$ cat src/hdl/pva_pkg.sv
// shared types, widths and codes for the voice allocator
// no dependencies
`timescale 1ns / 1ps
`default_nettype none

package pva_pkg;

    localparam int NUM_VOICES = 8;
    localparam int VIDX_W     = (NUM_VOICES > 1) ? $clog2(NUM_VOICES) : 1;
    localparam int MASK_N     = (NUM_VOICES < 8) ? NUM_VOICES : 8;

    localparam int KIND_W  = 2;
    localparam int CH_W    = 4;
    localparam int NOTE_W  = 7;
    localparam int OIDX_W  = 3;
    localparam int SRC_W   = 3;
    localparam int MASK_W  = 8;
    localparam int ENV_W   = 17;
    localparam int PROD_W  = 2 * ENV_W;
    localparam int SUM_W   = PROD_W + 16;
    localparam int PADDR_W = 4;
    localparam int PDATA_W = 32;

    localparam logic [ENV_W-1:0] ONE_FX = 17'h10000;

    localparam logic [KIND_W-1:0] KIND_NOTE_ON  = 2'd0;
    localparam logic [KIND_W-1:0] KIND_NOTE_OFF = 2'd1;
    localparam logic [KIND_W-1:0] KIND_TICK     = 2'd2;

    localparam logic [SRC_W-1:0] SRC_NONE      = 3'd0;
    localparam logic [SRC_W-1:0] SRC_RETRIGGER = 3'd1;
    localparam logic [SRC_W-1:0] SRC_FREE      = 3'd2;
    localparam logic [SRC_W-1:0] SRC_STOLE_REL = 3'd3;
    localparam logic [SRC_W-1:0] SRC_STOLE_SND = 3'd4;

    localparam logic [1:0] REG_ATTACK_STEP  = 2'd0;
    localparam logic [1:0] REG_RELEASE_STEP = 2'd1;
    localparam logic [1:0] REG_END_THR      = 2'd2;
    localparam logic [1:0] REG_RESTART_THR  = 2'd3;

    typedef enum logic [3:0] {
        DP_NOP,
        DP_LOAD,
        DP_SCAN_ON,
        DP_CLAIM,
        DP_SCAN_OFF,
        DP_TICK_RD,
        DP_TICK_SQ,
        DP_TICK_LO,
        DP_TICK_HI,
        DP_TICK_WR
    } dp_op_t;

    typedef struct packed {
        dp_op_t              op;
        logic [VIDX_W-1:0]   idx;
        logic                publish;
    } pva_cmd_t;

    typedef struct packed {
        logic need_mul;
    } pva_status_t;

    typedef struct packed {
        logic [ENV_W-1:0] attack_step;
        logic [ENV_W-1:0] release_step;
        logic [ENV_W-1:0] end_threshold;
        logic [ENV_W-1:0] restart_threshold;
    } pva_cfg_t;

endpackage

`default_nettype wire

$ cat src/hdl/pva_ctrl.sv
// sequencer for the voice allocator: walks voices one per cycle,
// holding for each fading voice's multiply; depends on pva_pkg
`timescale 1ns / 1ps
`default_nettype none

module pva_ctrl (
    input  wire logic                        aclk,
    input  wire logic                        aresetn,
    input  wire logic                        in_take,
    input  wire logic [pva_pkg::KIND_W-1:0]  in_kind,
    input  wire logic                        out_free,
    input  wire pva_pkg::pva_status_t        status,
    output logic                             idle,
    output pva_pkg::pva_cmd_t                cmd
);

    typedef enum logic [3:0] {
        ST_IDLE,
        ST_ON_SCAN,
        ST_ON_CLAIM,
        ST_OFF_SCAN,
        ST_TK_RD,
        ST_TK_SQ,
        ST_TK_LO,
        ST_TK_HI,
        ST_TK_WR,
        ST_FINISH
    } state_t;

    localparam logic [pva_pkg::VIDX_W-1:0] LAST_IDX = pva_pkg::VIDX_W'(pva_pkg::NUM_VOICES - 1);

    state_t                        state_reg;
    logic [pva_pkg::VIDX_W-1:0]    idx_reg;
    logic                          last;

    assign last = (idx_reg == LAST_IDX);
    assign idle = (state_reg == ST_IDLE);

    always_ff @(posedge aclk) begin
        if (!aresetn) begin
            state_reg <= ST_IDLE;
            idx_reg   <= '0;
        end else begin
            unique case (state_reg)
                ST_IDLE: begin
                    idx_reg <= '0;
                    if (in_take) begin
                        unique case (in_kind)
                            pva_pkg::KIND_NOTE_ON:  state_reg <= ST_ON_SCAN;
                            pva_pkg::KIND_NOTE_OFF: state_reg <= ST_OFF_SCAN;
                            pva_pkg::KIND_TICK:     state_reg <= ST_TK_RD;
                            default:                state_reg <= ST_FINISH;
                        endcase
                    end
                end
                ST_ON_SCAN: begin
                    if (last) state_reg <= ST_ON_CLAIM;
                    else idx_reg <= idx_reg + 1'b1;
                end
                ST_ON_CLAIM: state_reg <= ST_FINISH;
                ST_OFF_SCAN: begin
                    if (last) state_reg <= ST_FINISH;
                    else idx_reg <= idx_reg + 1'b1;
                end
                ST_TK_RD: begin
                    if (status.need_mul) state_reg <= ST_TK_SQ;
                    else if (last) state_reg <= ST_FINISH;
                    else idx_reg <= idx_reg + 1'b1;
                end
                ST_TK_SQ: state_reg <= ST_TK_LO;
                ST_TK_LO: state_reg <= ST_TK_HI;
                ST_TK_HI: state_reg <= ST_TK_WR;
                ST_TK_WR: begin
                    if (last) state_reg <= ST_FINISH;
                    else begin
                        idx_reg   <= idx_reg + 1'b1;
                        state_reg <= ST_TK_RD;
                    end
                end
                ST_FINISH: begin
                    if (out_free) state_reg <= ST_IDLE;
                end
                default: state_reg <= ST_IDLE;
            endcase
        end
    end

    always_comb begin
        cmd.idx     = idx_reg;
        cmd.publish = 1'b0;
        unique case (state_reg)
            ST_IDLE:     cmd.op = in_take ? pva_pkg::DP_LOAD : pva_pkg::DP_NOP;
            ST_ON_SCAN:  cmd.op = pva_pkg::DP_SCAN_ON;
            ST_ON_CLAIM: cmd.op = pva_pkg::DP_CLAIM;
            ST_OFF_SCAN: cmd.op = pva_pkg::DP_SCAN_OFF;
            ST_TK_RD:    cmd.op = pva_pkg::DP_TICK_RD;
            ST_TK_SQ:    cmd.op = pva_pkg::DP_TICK_SQ;
            ST_TK_LO:    cmd.op = pva_pkg::DP_TICK_LO;
            ST_TK_HI:    cmd.op = pva_pkg::DP_TICK_HI;
            ST_TK_WR:    cmd.op = pva_pkg::DP_TICK_WR;
            ST_FINISH: begin
                cmd.op      = pva_pkg::DP_NOP;
                cmd.publish = out_free;
            end
            default:     cmd.op = pva_pkg::DP_NOP;
        endcase
    end

endmodule

`default_nettype wire

$ cat src/hdl/pva_datapath.sv
// voice store, allocation trackers and shared envelope multiplier
// depends on pva_pkg
`timescale 1ns / 1ps
`default_nettype none

module pva_datapath (
    input  wire logic                        aclk,
    input  wire logic                        aresetn,
    input  wire pva_pkg::pva_cmd_t           cmd,
    input  wire pva_pkg::pva_cfg_t           cfg,
    input  wire logic [pva_pkg::CH_W-1:0]    in_channel,
    input  wire logic [pva_pkg::NOTE_W-1:0]  in_note,
    output pva_pkg::pva_status_t             status,
    output logic [pva_pkg::OIDX_W-1:0]       res_index,
    output logic [pva_pkg::SRC_W-1:0]        res_source,
    output logic [pva_pkg::MASK_W-1:0]       res_mask
);

    localparam int N  = pva_pkg::NUM_VOICES;
    localparam int IW = pva_pkg::VIDX_W;
    localparam int EW = pva_pkg::ENV_W;
    localparam int PW = pva_pkg::PROD_W;

    // voice state
    logic                         act_reg   [N];
    logic                         rel_reg   [N];
    logic [EW-1:0]                env_reg   [N];
    logic [EW-1:0]                lvl_reg   [N];
    logic [EW-1:0]                prog_reg  [N];
    logic [pva_pkg::NOTE_W-1:0]   note_reg  [N];
    logic [pva_pkg::CH_W-1:0]     ch_reg    [N];

    // current item
    logic [pva_pkg::NOTE_W-1:0]   cur_note_reg;
    logic [pva_pkg::CH_W-1:0]     cur_ch_reg;

    // note-on trackers
    logic            fm_reg, ff_reg, fr_reg, fa_reg;
    logic [IW-1:0]   m_idx_reg, f_idx_reg, r_idx_reg, a_idx_reg;
    logic [EW-1:0]   f_env_reg, r_env_reg, a_env_reg;

    // multiplier pipeline
    logic [EW-1:0]   d_reg;
    logic [PW-1:0]   prod_reg;
    logic [EW-1:0]   sq_hi_reg;
    logic [PW-2:0]   lo_reg;

    logic [pva_pkg::OIDX_W-1:0] res_index_reg;
    logic [pva_pkg::SRC_W-1:0]  res_source_reg;

    logic [IW-1:0]   ix;
    logic            rd_act, rd_rel, rd_match;
    logic [EW-1:0]   rd_env, rd_lvl, rd_prog;
    logic [EW:0]     att_sum, prog_sum;
    logic [EW-1:0]   att_env, p_new;
    logic [EW-1:0]   mul_a, mul_b;
    logic [PW-1:0]   mul_p;
    logic [pva_pkg::SUM_W-1:0] rel_sum;
    logic [EW-1:0]   rel_env;
    logic [IW-1:0]   sel;
    logic [pva_pkg::SRC_W-1:0] sel_src;
    logic [EW-1:0]   sel_env;

    assign ix       = cmd.idx;
    assign rd_act   = act_reg[ix];
    assign rd_rel   = rel_reg[ix];
    assign rd_env   = env_reg[ix];
    assign rd_lvl   = lvl_reg[ix];
    assign rd_prog  = prog_reg[ix];
    assign rd_match = rd_act && (note_reg[ix] == cur_note_reg) && (ch_reg[ix] == cur_ch_reg);

    assign att_sum  = {1'b0, rd_env} + {1'b0, cfg.attack_step};
    assign att_env  = (att_sum > {1'b0, pva_pkg::ONE_FX}) ? pva_pkg::ONE_FX : att_sum[EW-1:0];
    assign prog_sum = {1'b0, rd_prog} + {1'b0, cfg.release_step};
    assign p_new    = (prog_sum > {1'b0, pva_pkg::ONE_FX}) ? pva_pkg::ONE_FX : prog_sum[EW-1:0];

    assign status.need_mul = rd_act && rd_rel && (p_new != pva_pkg::ONE_FX);

    // one shared 17x17 multiplier: d*d, then level times each half of d*d
    always_comb begin
        unique case (cmd.op)
            pva_pkg::DP_TICK_SQ: begin
                mul_a = d_reg;
                mul_b = d_reg;
            end
            pva_pkg::DP_TICK_LO: begin
                mul_a = rd_lvl;
                mul_b = {1'b0, prod_reg[15:0]};
            end
            default: begin
                mul_a = rd_lvl;
                mul_b = sq_hi_reg;
            end
        endcase
    end
    assign mul_p = PW'(mul_a) * PW'(mul_b);

    assign rel_sum = {prod_reg, 16'b0} + pva_pkg::SUM_W'(lo_reg);
    assign rel_env = rel_sum[48:32];

    always_comb begin
        if (fm_reg) begin
            sel = m_idx_reg; sel_src = pva_pkg::SRC_RETRIGGER; sel_env = '0;
        end else if (ff_reg) begin
            sel = f_idx_reg; sel_src = pva_pkg::SRC_FREE; sel_env = f_env_reg;
        end else if (fr_reg) begin
            sel = r_idx_reg; sel_src = pva_pkg::SRC_STOLE_REL; sel_env = r_env_reg;
        end else begin
            sel = a_idx_reg; sel_src = pva_pkg::SRC_STOLE_SND; sel_env = a_env_reg;
        end
    end

    always_ff @(posedge aclk) begin
        if (!aresetn) begin
            for (int i = 0; i < N; i++) begin
                act_reg[i]  <= 1'b0;
                rel_reg[i]  <= 1'b0;
                env_reg[i]  <= '0;
                lvl_reg[i]  <= '0;
                prog_reg[i] <= '0;
            end
            fm_reg <= 1'b0; ff_reg <= 1'b0; fr_reg <= 1'b0; fa_reg <= 1'b0;
            res_index_reg  <= '0;
            res_source_reg <= pva_pkg::SRC_NONE;
        end else begin
            unique case (cmd.op)
                pva_pkg::DP_LOAD: begin
                    cur_note_reg   <= in_note;
                    cur_ch_reg     <= in_channel;
                    fm_reg <= 1'b0; ff_reg <= 1'b0; fr_reg <= 1'b0; fa_reg <= 1'b0;
                    res_index_reg  <= '0;
                    res_source_reg <= pva_pkg::SRC_NONE;
                end
                pva_pkg::DP_SCAN_ON: begin
                    if (rd_match && !fm_reg) begin
                        fm_reg <= 1'b1; m_idx_reg <= ix;
                    end
                    if (!rd_act && !ff_reg) begin
                        ff_reg <= 1'b1; f_idx_reg <= ix; f_env_reg <= rd_env;
                    end
                    if (rd_rel && (!fr_reg || rd_env < r_env_reg)) begin
                        fr_reg <= 1'b1; r_idx_reg <= ix; r_env_reg <= rd_env;
                    end
                    if (!fa_reg || rd_env < a_env_reg) begin
                        fa_reg <= 1'b1; a_idx_reg <= ix; a_env_reg <= rd_env;
                    end
                end
                pva_pkg::DP_CLAIM: begin
                    res_index_reg  <= pva_pkg::OIDX_W'(sel);
                    res_source_reg <= sel_src;
                    rel_reg[sel]   <= 1'b0;
                    if (!fm_reg) begin
                        act_reg[sel]  <= 1'b1;
                        note_reg[sel] <= cur_note_reg;
                        ch_reg[sel]   <= cur_ch_reg;
                        lvl_reg[sel]  <= '0;
                        prog_reg[sel] <= '0;
                        if (sel_env < cfg.restart_threshold) env_reg[sel] <= '0;
                    end
                end
                pva_pkg::DP_SCAN_OFF: begin
                    if (rd_match && !rd_rel) begin
                        rel_reg[ix]  <= 1'b1;
                        lvl_reg[ix]  <= rd_env;
                        prog_reg[ix] <= '0;
                    end
                end
                pva_pkg::DP_TICK_RD: begin
                    if (rd_act) begin
                        if (!rd_rel) env_reg[ix] <= att_env;
                        else begin
                            prog_reg[ix] <= p_new;
                            if (p_new == pva_pkg::ONE_FX) begin
                                env_reg[ix] <= '0;
                                act_reg[ix] <= 1'b0;
                            end else begin
                                d_reg <= pva_pkg::ONE_FX - p_new;
                            end
                        end
                    end
                end
                pva_pkg::DP_TICK_SQ: prod_reg <= mul_p;
                pva_pkg::DP_TICK_LO: begin
                    prod_reg  <= mul_p;
                    sq_hi_reg <= prod_reg[32:16];
                end
                pva_pkg::DP_TICK_HI: begin
                    prod_reg <= mul_p;
                    lo_reg   <= prod_reg[PW-2:0];
                end
                pva_pkg::DP_TICK_WR: begin
                    env_reg[ix] <= rel_env;
                    if (rel_env <= cfg.end_threshold) act_reg[ix] <= 1'b0;
                end
                default: ;
            endcase
        end
    end

    always_comb begin
        res_mask = '0;
        for (int i = 0; i < pva_pkg::MASK_N; i++) res_mask[i] = act_reg[i];
    end

    assign res_index  = res_index_reg;
    assign res_source = res_source_reg;

endmodule

`default_nettype wire

$ cat src/hdl/poly_voice_allocator_envelope.sv
// polyphonic voice allocator with stealing and per-voice envelopes
// note on: a scan over all NUM_VOICES voices, then claim, then finish
// note off: scan then finish; tick: a walk over the voices plus a multiplier pass and a
// write-back per fading voice (square then two half products on one 17x17 multiplier)
// one item in flight at a time; a stalled result holds the sequencer in finish
// synchronous active-low reset: all voices free, envelopes zero, registers to defaults
`timescale 1ns / 1ps
`default_nettype none

module poly_voice_allocator_envelope (
    input  wire logic                          aclk,
    input  wire logic                          aresetn,
    // item input
    input  wire logic                          s_valid,
    output logic                               s_ready,
    input  wire logic [pva_pkg::KIND_W-1:0]    s_kind,
    input  wire logic [pva_pkg::CH_W-1:0]      s_midi_channel,
    input  wire logic [pva_pkg::NOTE_W-1:0]    s_note_number,
    // result output
    output logic                               m_valid,
    input  wire logic                          m_ready,
    output logic [pva_pkg::OIDX_W-1:0]         m_voice_index,
    output logic [pva_pkg::SRC_W-1:0]          m_claim_source,
    output logic [pva_pkg::MASK_W-1:0]         m_active_mask,
    // register port
    input  wire logic                          psel,
    input  wire logic                          penable,
    input  wire logic                          pwrite,
    input  wire logic [pva_pkg::PADDR_W-1:0]   paddr,
    input  wire logic [pva_pkg::PDATA_W-1:0]   pwdata,
    output logic [pva_pkg::PDATA_W-1:0]        prdata,
    output logic                               pready
);

    pva_pkg::pva_cfg_t     cfg_reg;
    pva_pkg::pva_cmd_t     cmd;
    pva_pkg::pva_status_t  status;

    logic                                idle;
    logic                                in_take;
    logic                                out_free;
    logic                                wr_en;
    logic [1:0]                          reg_sel;
    logic [pva_pkg::OIDX_W-1:0]          res_index;
    logic [pva_pkg::SRC_W-1:0]           res_source;
    logic [pva_pkg::MASK_W-1:0]          res_mask;

    logic                                m_valid_reg;
    logic [pva_pkg::OIDX_W-1:0]          m_index_reg;
    logic [pva_pkg::SRC_W-1:0]           m_source_reg;
    logic [pva_pkg::MASK_W-1:0]          m_mask_reg;

    // input transfer only when the sequencer is idle
    assign s_ready  = idle;
    assign in_take  = s_valid && idle;
    // output slot free when empty or being drained this cycle
    assign out_free = !m_valid_reg || m_ready;

    // register port, always ready, word addressed
    assign pready  = 1'b1;
    assign reg_sel = paddr[3:2];
    assign wr_en   = psel && penable && pwrite;

    always_ff @(posedge aclk) begin
        if (!aresetn) begin
            cfg_reg.attack_step       <= 17'd7;
            cfg_reg.release_step      <= 17'd3;
            cfg_reg.end_threshold     <= 17'd7;
            cfg_reg.restart_threshold <= 17'd66;
        end else if (wr_en) begin
            unique case (reg_sel)
                pva_pkg::REG_ATTACK_STEP:  cfg_reg.attack_step       <= pwdata[16:0];
                pva_pkg::REG_RELEASE_STEP: cfg_reg.release_step      <= pwdata[16:0];
                pva_pkg::REG_END_THR:      cfg_reg.end_threshold     <= pwdata[16:0];
                pva_pkg::REG_RESTART_THR:  cfg_reg.restart_threshold <= pwdata[16:0];
                default: ;
            endcase
        end
    end

    always_comb begin
        unique case (reg_sel)
            pva_pkg::REG_ATTACK_STEP:  prdata = 32'(cfg_reg.attack_step);
            pva_pkg::REG_RELEASE_STEP: prdata = 32'(cfg_reg.release_step);
            pva_pkg::REG_END_THR:      prdata = 32'(cfg_reg.end_threshold);
            pva_pkg::REG_RESTART_THR:  prdata = 32'(cfg_reg.restart_threshold);
            default:                   prdata = '0;
        endcase
    end

    pva_ctrl u_ctrl (
        .aclk     (aclk),
        .aresetn  (aresetn),
        .in_take  (in_take),
        .in_kind  (s_kind),
        .out_free (out_free),
        .status   (status),
        .idle     (idle),
        .cmd      (cmd)
    );

    pva_datapath u_dp (
        .aclk       (aclk),
        .aresetn    (aresetn),
        .cmd        (cmd),
        .cfg        (cfg_reg),
        .in_channel (s_midi_channel),
        .in_note    (s_note_number),
        .status     (status),
        .res_index  (res_index),
        .res_source (res_source),
        .res_mask   (res_mask)
    );

    // output register decouples the result from the next item's work
    always_ff @(posedge aclk) begin
        if (!aresetn) begin
            m_valid_reg <= 1'b0;
        end else if (cmd.publish) begin
            m_valid_reg  <= 1'b1;
            m_index_reg  <= res_index;
            m_source_reg <= res_source;
            m_mask_reg   <= res_mask;
        end else if (m_ready) begin
            m_valid_reg <= 1'b0;
        end
    end

    assign m_valid        = m_valid_reg;
    assign m_voice_index  = m_index_reg;
    assign m_claim_source = m_source_reg;
    assign m_active_mask  = m_mask_reg;

endmodule

`default_nettype wire

$ cat config.mk
export PLATFORM = sky130hd
export DESIGN_NAME = poly_voice_allocator_envelope
export DESIGN_NICKNAME = d
export VERILOG_FILES = /design/src/hdl/pva_pkg.sv /design/src/hdl/pva_ctrl.sv /design/src/hdl/pva_datapath.sv /design/src/hdl/poly_voice_allocator_envelope.sv
export SDC_FILE = /design/constraint.sdc
export NUM_CORES = 2
export LEC_CHECK = 0
export BUFFER_PORTS_ARGS = -buffer_cell sky130_fd_sc_hd__buf_4
export CAP_MARGIN = 40
export CORE_UTILIZATION = 45
export DETAILED_ROUTE_END_ITERATION = 10
export PLACE_DENSITY = 0.74
export SLEW_MARGIN = 40
export SYNTH_ARGS = -nofsm -noshare
export SYNTH_HDL_FRONTEND = slang
export SYNTH_SLANG_ARGS = --single-unit
$ cat constraint.sdc
create_clock -name aclk -period 7.4 [get_ports aclk]
set_input_delay 1.11 -clock aclk [delete_from_list [all_inputs] [get_ports aclk]]
set_output_delay 1.11 -clock aclk [all_outputs]
set_load 0.01 [all_outputs]
==> results.yml <==
synthesis:
  syn_area_sq_um: 46100
  async_flop_share_pct: 0
  synth_top_area_share_pct: 43.5
  netlist_top_cells_area: "edfxtp_1 43%, fa_1 9.8%, mux4_2 7.1%, ha_1 6.0%, nor2_1 4.8%"
  ys_seq_area_share_pct: 48.0
  yosys_most_used_dff: "edfxtp_1"
  synth-edff-count: 668
  synth_top_cell_by_area: "edfxtp_1"
  synth_cells: 4023
  ys_warn_count: 0
  syn_avg_cell_area_sq_um: 11.5
  ys_ff_latch: 773
  synth.distinct_cells: 88
setup_path:
  critPathKind: "reg -> reg"
  cp_max_fo: 10
  cp.arrival_ns: 7.66
  cp-end-kind: "flop"
  path_common_cell: "fa_1"
  critPathSlowestCell: "fa_1"
  reg2reg_setup_slack_ns: 0.12
  cp.required_ns: 7.78
  critPathMaxStageDelay_ns: 0.58
  cp-start-kind: "flop"
clocking:
  clockBufferDepth: 3
  cts_buffers: 78
  cts_root_buffer: "clkbuf_16"
  clock_latency_ns: 0.67
  holdBufCountCts: 0
  htree_levels: 3
  cts.sinks: 773
  clkTransAtPathRegs_ns: 0.07
  cts_tree: "done"
hold_path:
  min-delay-start: "u_dp.rel_reg[6]"
  hold_class: "reg -> reg"
detailed_routing:
  vias: 32856
  avgViaCountPerCell: 5.71
  wl_um: 129000
  drc: 0
  drt-pass1-iter-count: 6
  drtIter0Drc: 3618
  routedWlPerCell_um: 22.4
  drtAntennaViolNets: 0
floorplan:
  io_pins: 105
  fp.dieArea_sq_um: 104000
  chipWidth_um: 322
  rows: 117
  initial_utilization_pct: 45.3
  dieHeight_um: 322
  core_area_sq_um: 102000
global_route:
  grt_max_degree: 72
  grt_use_total_pct: 24.8
  grt_pass1_wl_um: 194000
  first_global_vias: 32238
  antenna_found_initial: 4
  grt_overflow: 0
sta:
  tightest_slew_ns: 0.851
  finalClockSkew_ns: 0.0482
  max_freq_ghz: 0.137
  slew_headroom_pct: 43.2
  rsz0062_at_grt: "yes"
  min_period_ns: 7.28
  report.final.slew_viol_count: 0
  hold_viol_final: 0
  period_share_pct: 98.4
  setup_viol: 0
layout:
  final_common_cell: "edfxtp_1"
  area_growth_pct: 16.1
  layout_common_cells: "668 x edfxtp_1, 585 x nor2_1, 474 x nand2_1"
  final_nets: 4823
  drive_gt1_share_pct: 19.5
  utilization_pct: 52.6
run_status:
  status: "finished clean"
placed_design:
  dpl.hpwl_um: 93600
  place_congestion: 0.983
  port_buffers: 71
run:
  drv_cap: 0
## cell families (layout without fill, tap and decap cells)
logic type / count (synthesis) / in the layout / share of synthesized area, %
and+or+nand+nor: 1381 / 1381 / 12.9
adders and majority gates: 447 / 447 / 15.8
DFF: 773 / 773 / 48.0
AOI/OAI and AO/OA: 524 / 524 / 7.81
xor gates and xnor gates: 86 / 86 / 1.65
buffers and inverters: 593 / 942 / 5.14
muxes: 217 / 217 / 8.66
other: 2 / 18 / 0.0163
## layout make-up
type / instances / area [sq um]
clock inverters: 51 / 667
flip-flops and latches: 773 / 22200
diodes: 2 / 5.00
repair buffers: 390 / 3280
inverters: 406 / 1530
multi-input cells: 2671 / 22000
fillers: 8415 / 48200
well taps: 1368 / 1710
clock buffers: 95 / 2130
## per-layer routing
| layer | vias up | share of wire, % | track usage, % |
|---|---|---|---|
| met2 | 1688 | 47 | 39.9 |
| met1 | 16378 | 39 | 33.7 |
| met5 | - | 0.010 | 0 |
| met4 | 2 | 3.8 | 8.76 |
| met3 | 288 | 10 | 4.46 |
| li1 | 14500 | - | - |
## critical path: cells and delay by family, from the launching register on
kind | cells | cell delay [ns]
AND/OR/NAND/NOR | 4 | 0.54
buffers and inverters | 8 | 1.05
flip-flops | 1 | 0.47
multiplexers | 2 | 0.72
AO/OA/AOI/OAI | 6 | 0.90
adder cells (fa/ha/maj) | 7 | 3.19
XOR/XNOR | 1 | 0.12
## Yosys cell counts (24+ instances only)
| cell type | n |
|---|---|
| nor2b_1 | 28 |
| a21o_1 | 34 |
| nand2_1 | 495 |
| a21boi_0 | 61 |
| o21ai_0 | 78 |
| mux2i_1 | 66 |
| dfxtp_1 | 105 |
| nor2_1 | 592 |
| fa_1 | 225 |
| edfxtp_1 | 668 |
| mux4_2 | 145 |
| nor3_1 | 32 |
| o21a_1 | 26 |
| buf_2 | 24 |
| ha_1 | 222 |
| a21oi_1 | 150 |
| xor2_1 | 29 |
| nand2b_1 | 34 |
| a22oi_1 | 27 |
| clkbuf_1 | 119 |
| nor2_2 | 30 |
| inv_1 | 404 |
| xnor2_1 | 56 |
| nand3_1 | 35 |
## final timing paths
kind,endpoint,cells past startpoint
worst max-delay path,u_dp.prod_reg[32],28
worst min-delay path,u_dp.rel_reg[6],2
worst max register to register,u_dp.prod_reg[32],28
worst min register to register,u_dp.rel_reg[6],2
## through the flow
step                      setup WS, ns  instances  hold slack [ns]  TNS [ns]  area, sq um
after global placement         -0.0463       5586            0.445   -0.0714        50200
after floorplan                0.00986       4037            0.408         0        46200
after detailed placement       -0.0663       5590            0.448    -0.129        50300
after CTS                       0.0304       5737            0.457         0        53100
after global routing            -0.118       5754            0.475    -0.526        53500
final                            0.122       5756            0.459         0        53500
## repair_timing
item                       CTS  global route
buffers inserted             1            15
resized for setup            6            55
pin swaps                    1            25
setup endpoints to repair    6            45
cloned                       0             2
hold endpoints to repair     0             0
Power is not shown: default switching activity piles up to over one toggle a cycle in this logic, so the estimate is an artifact.
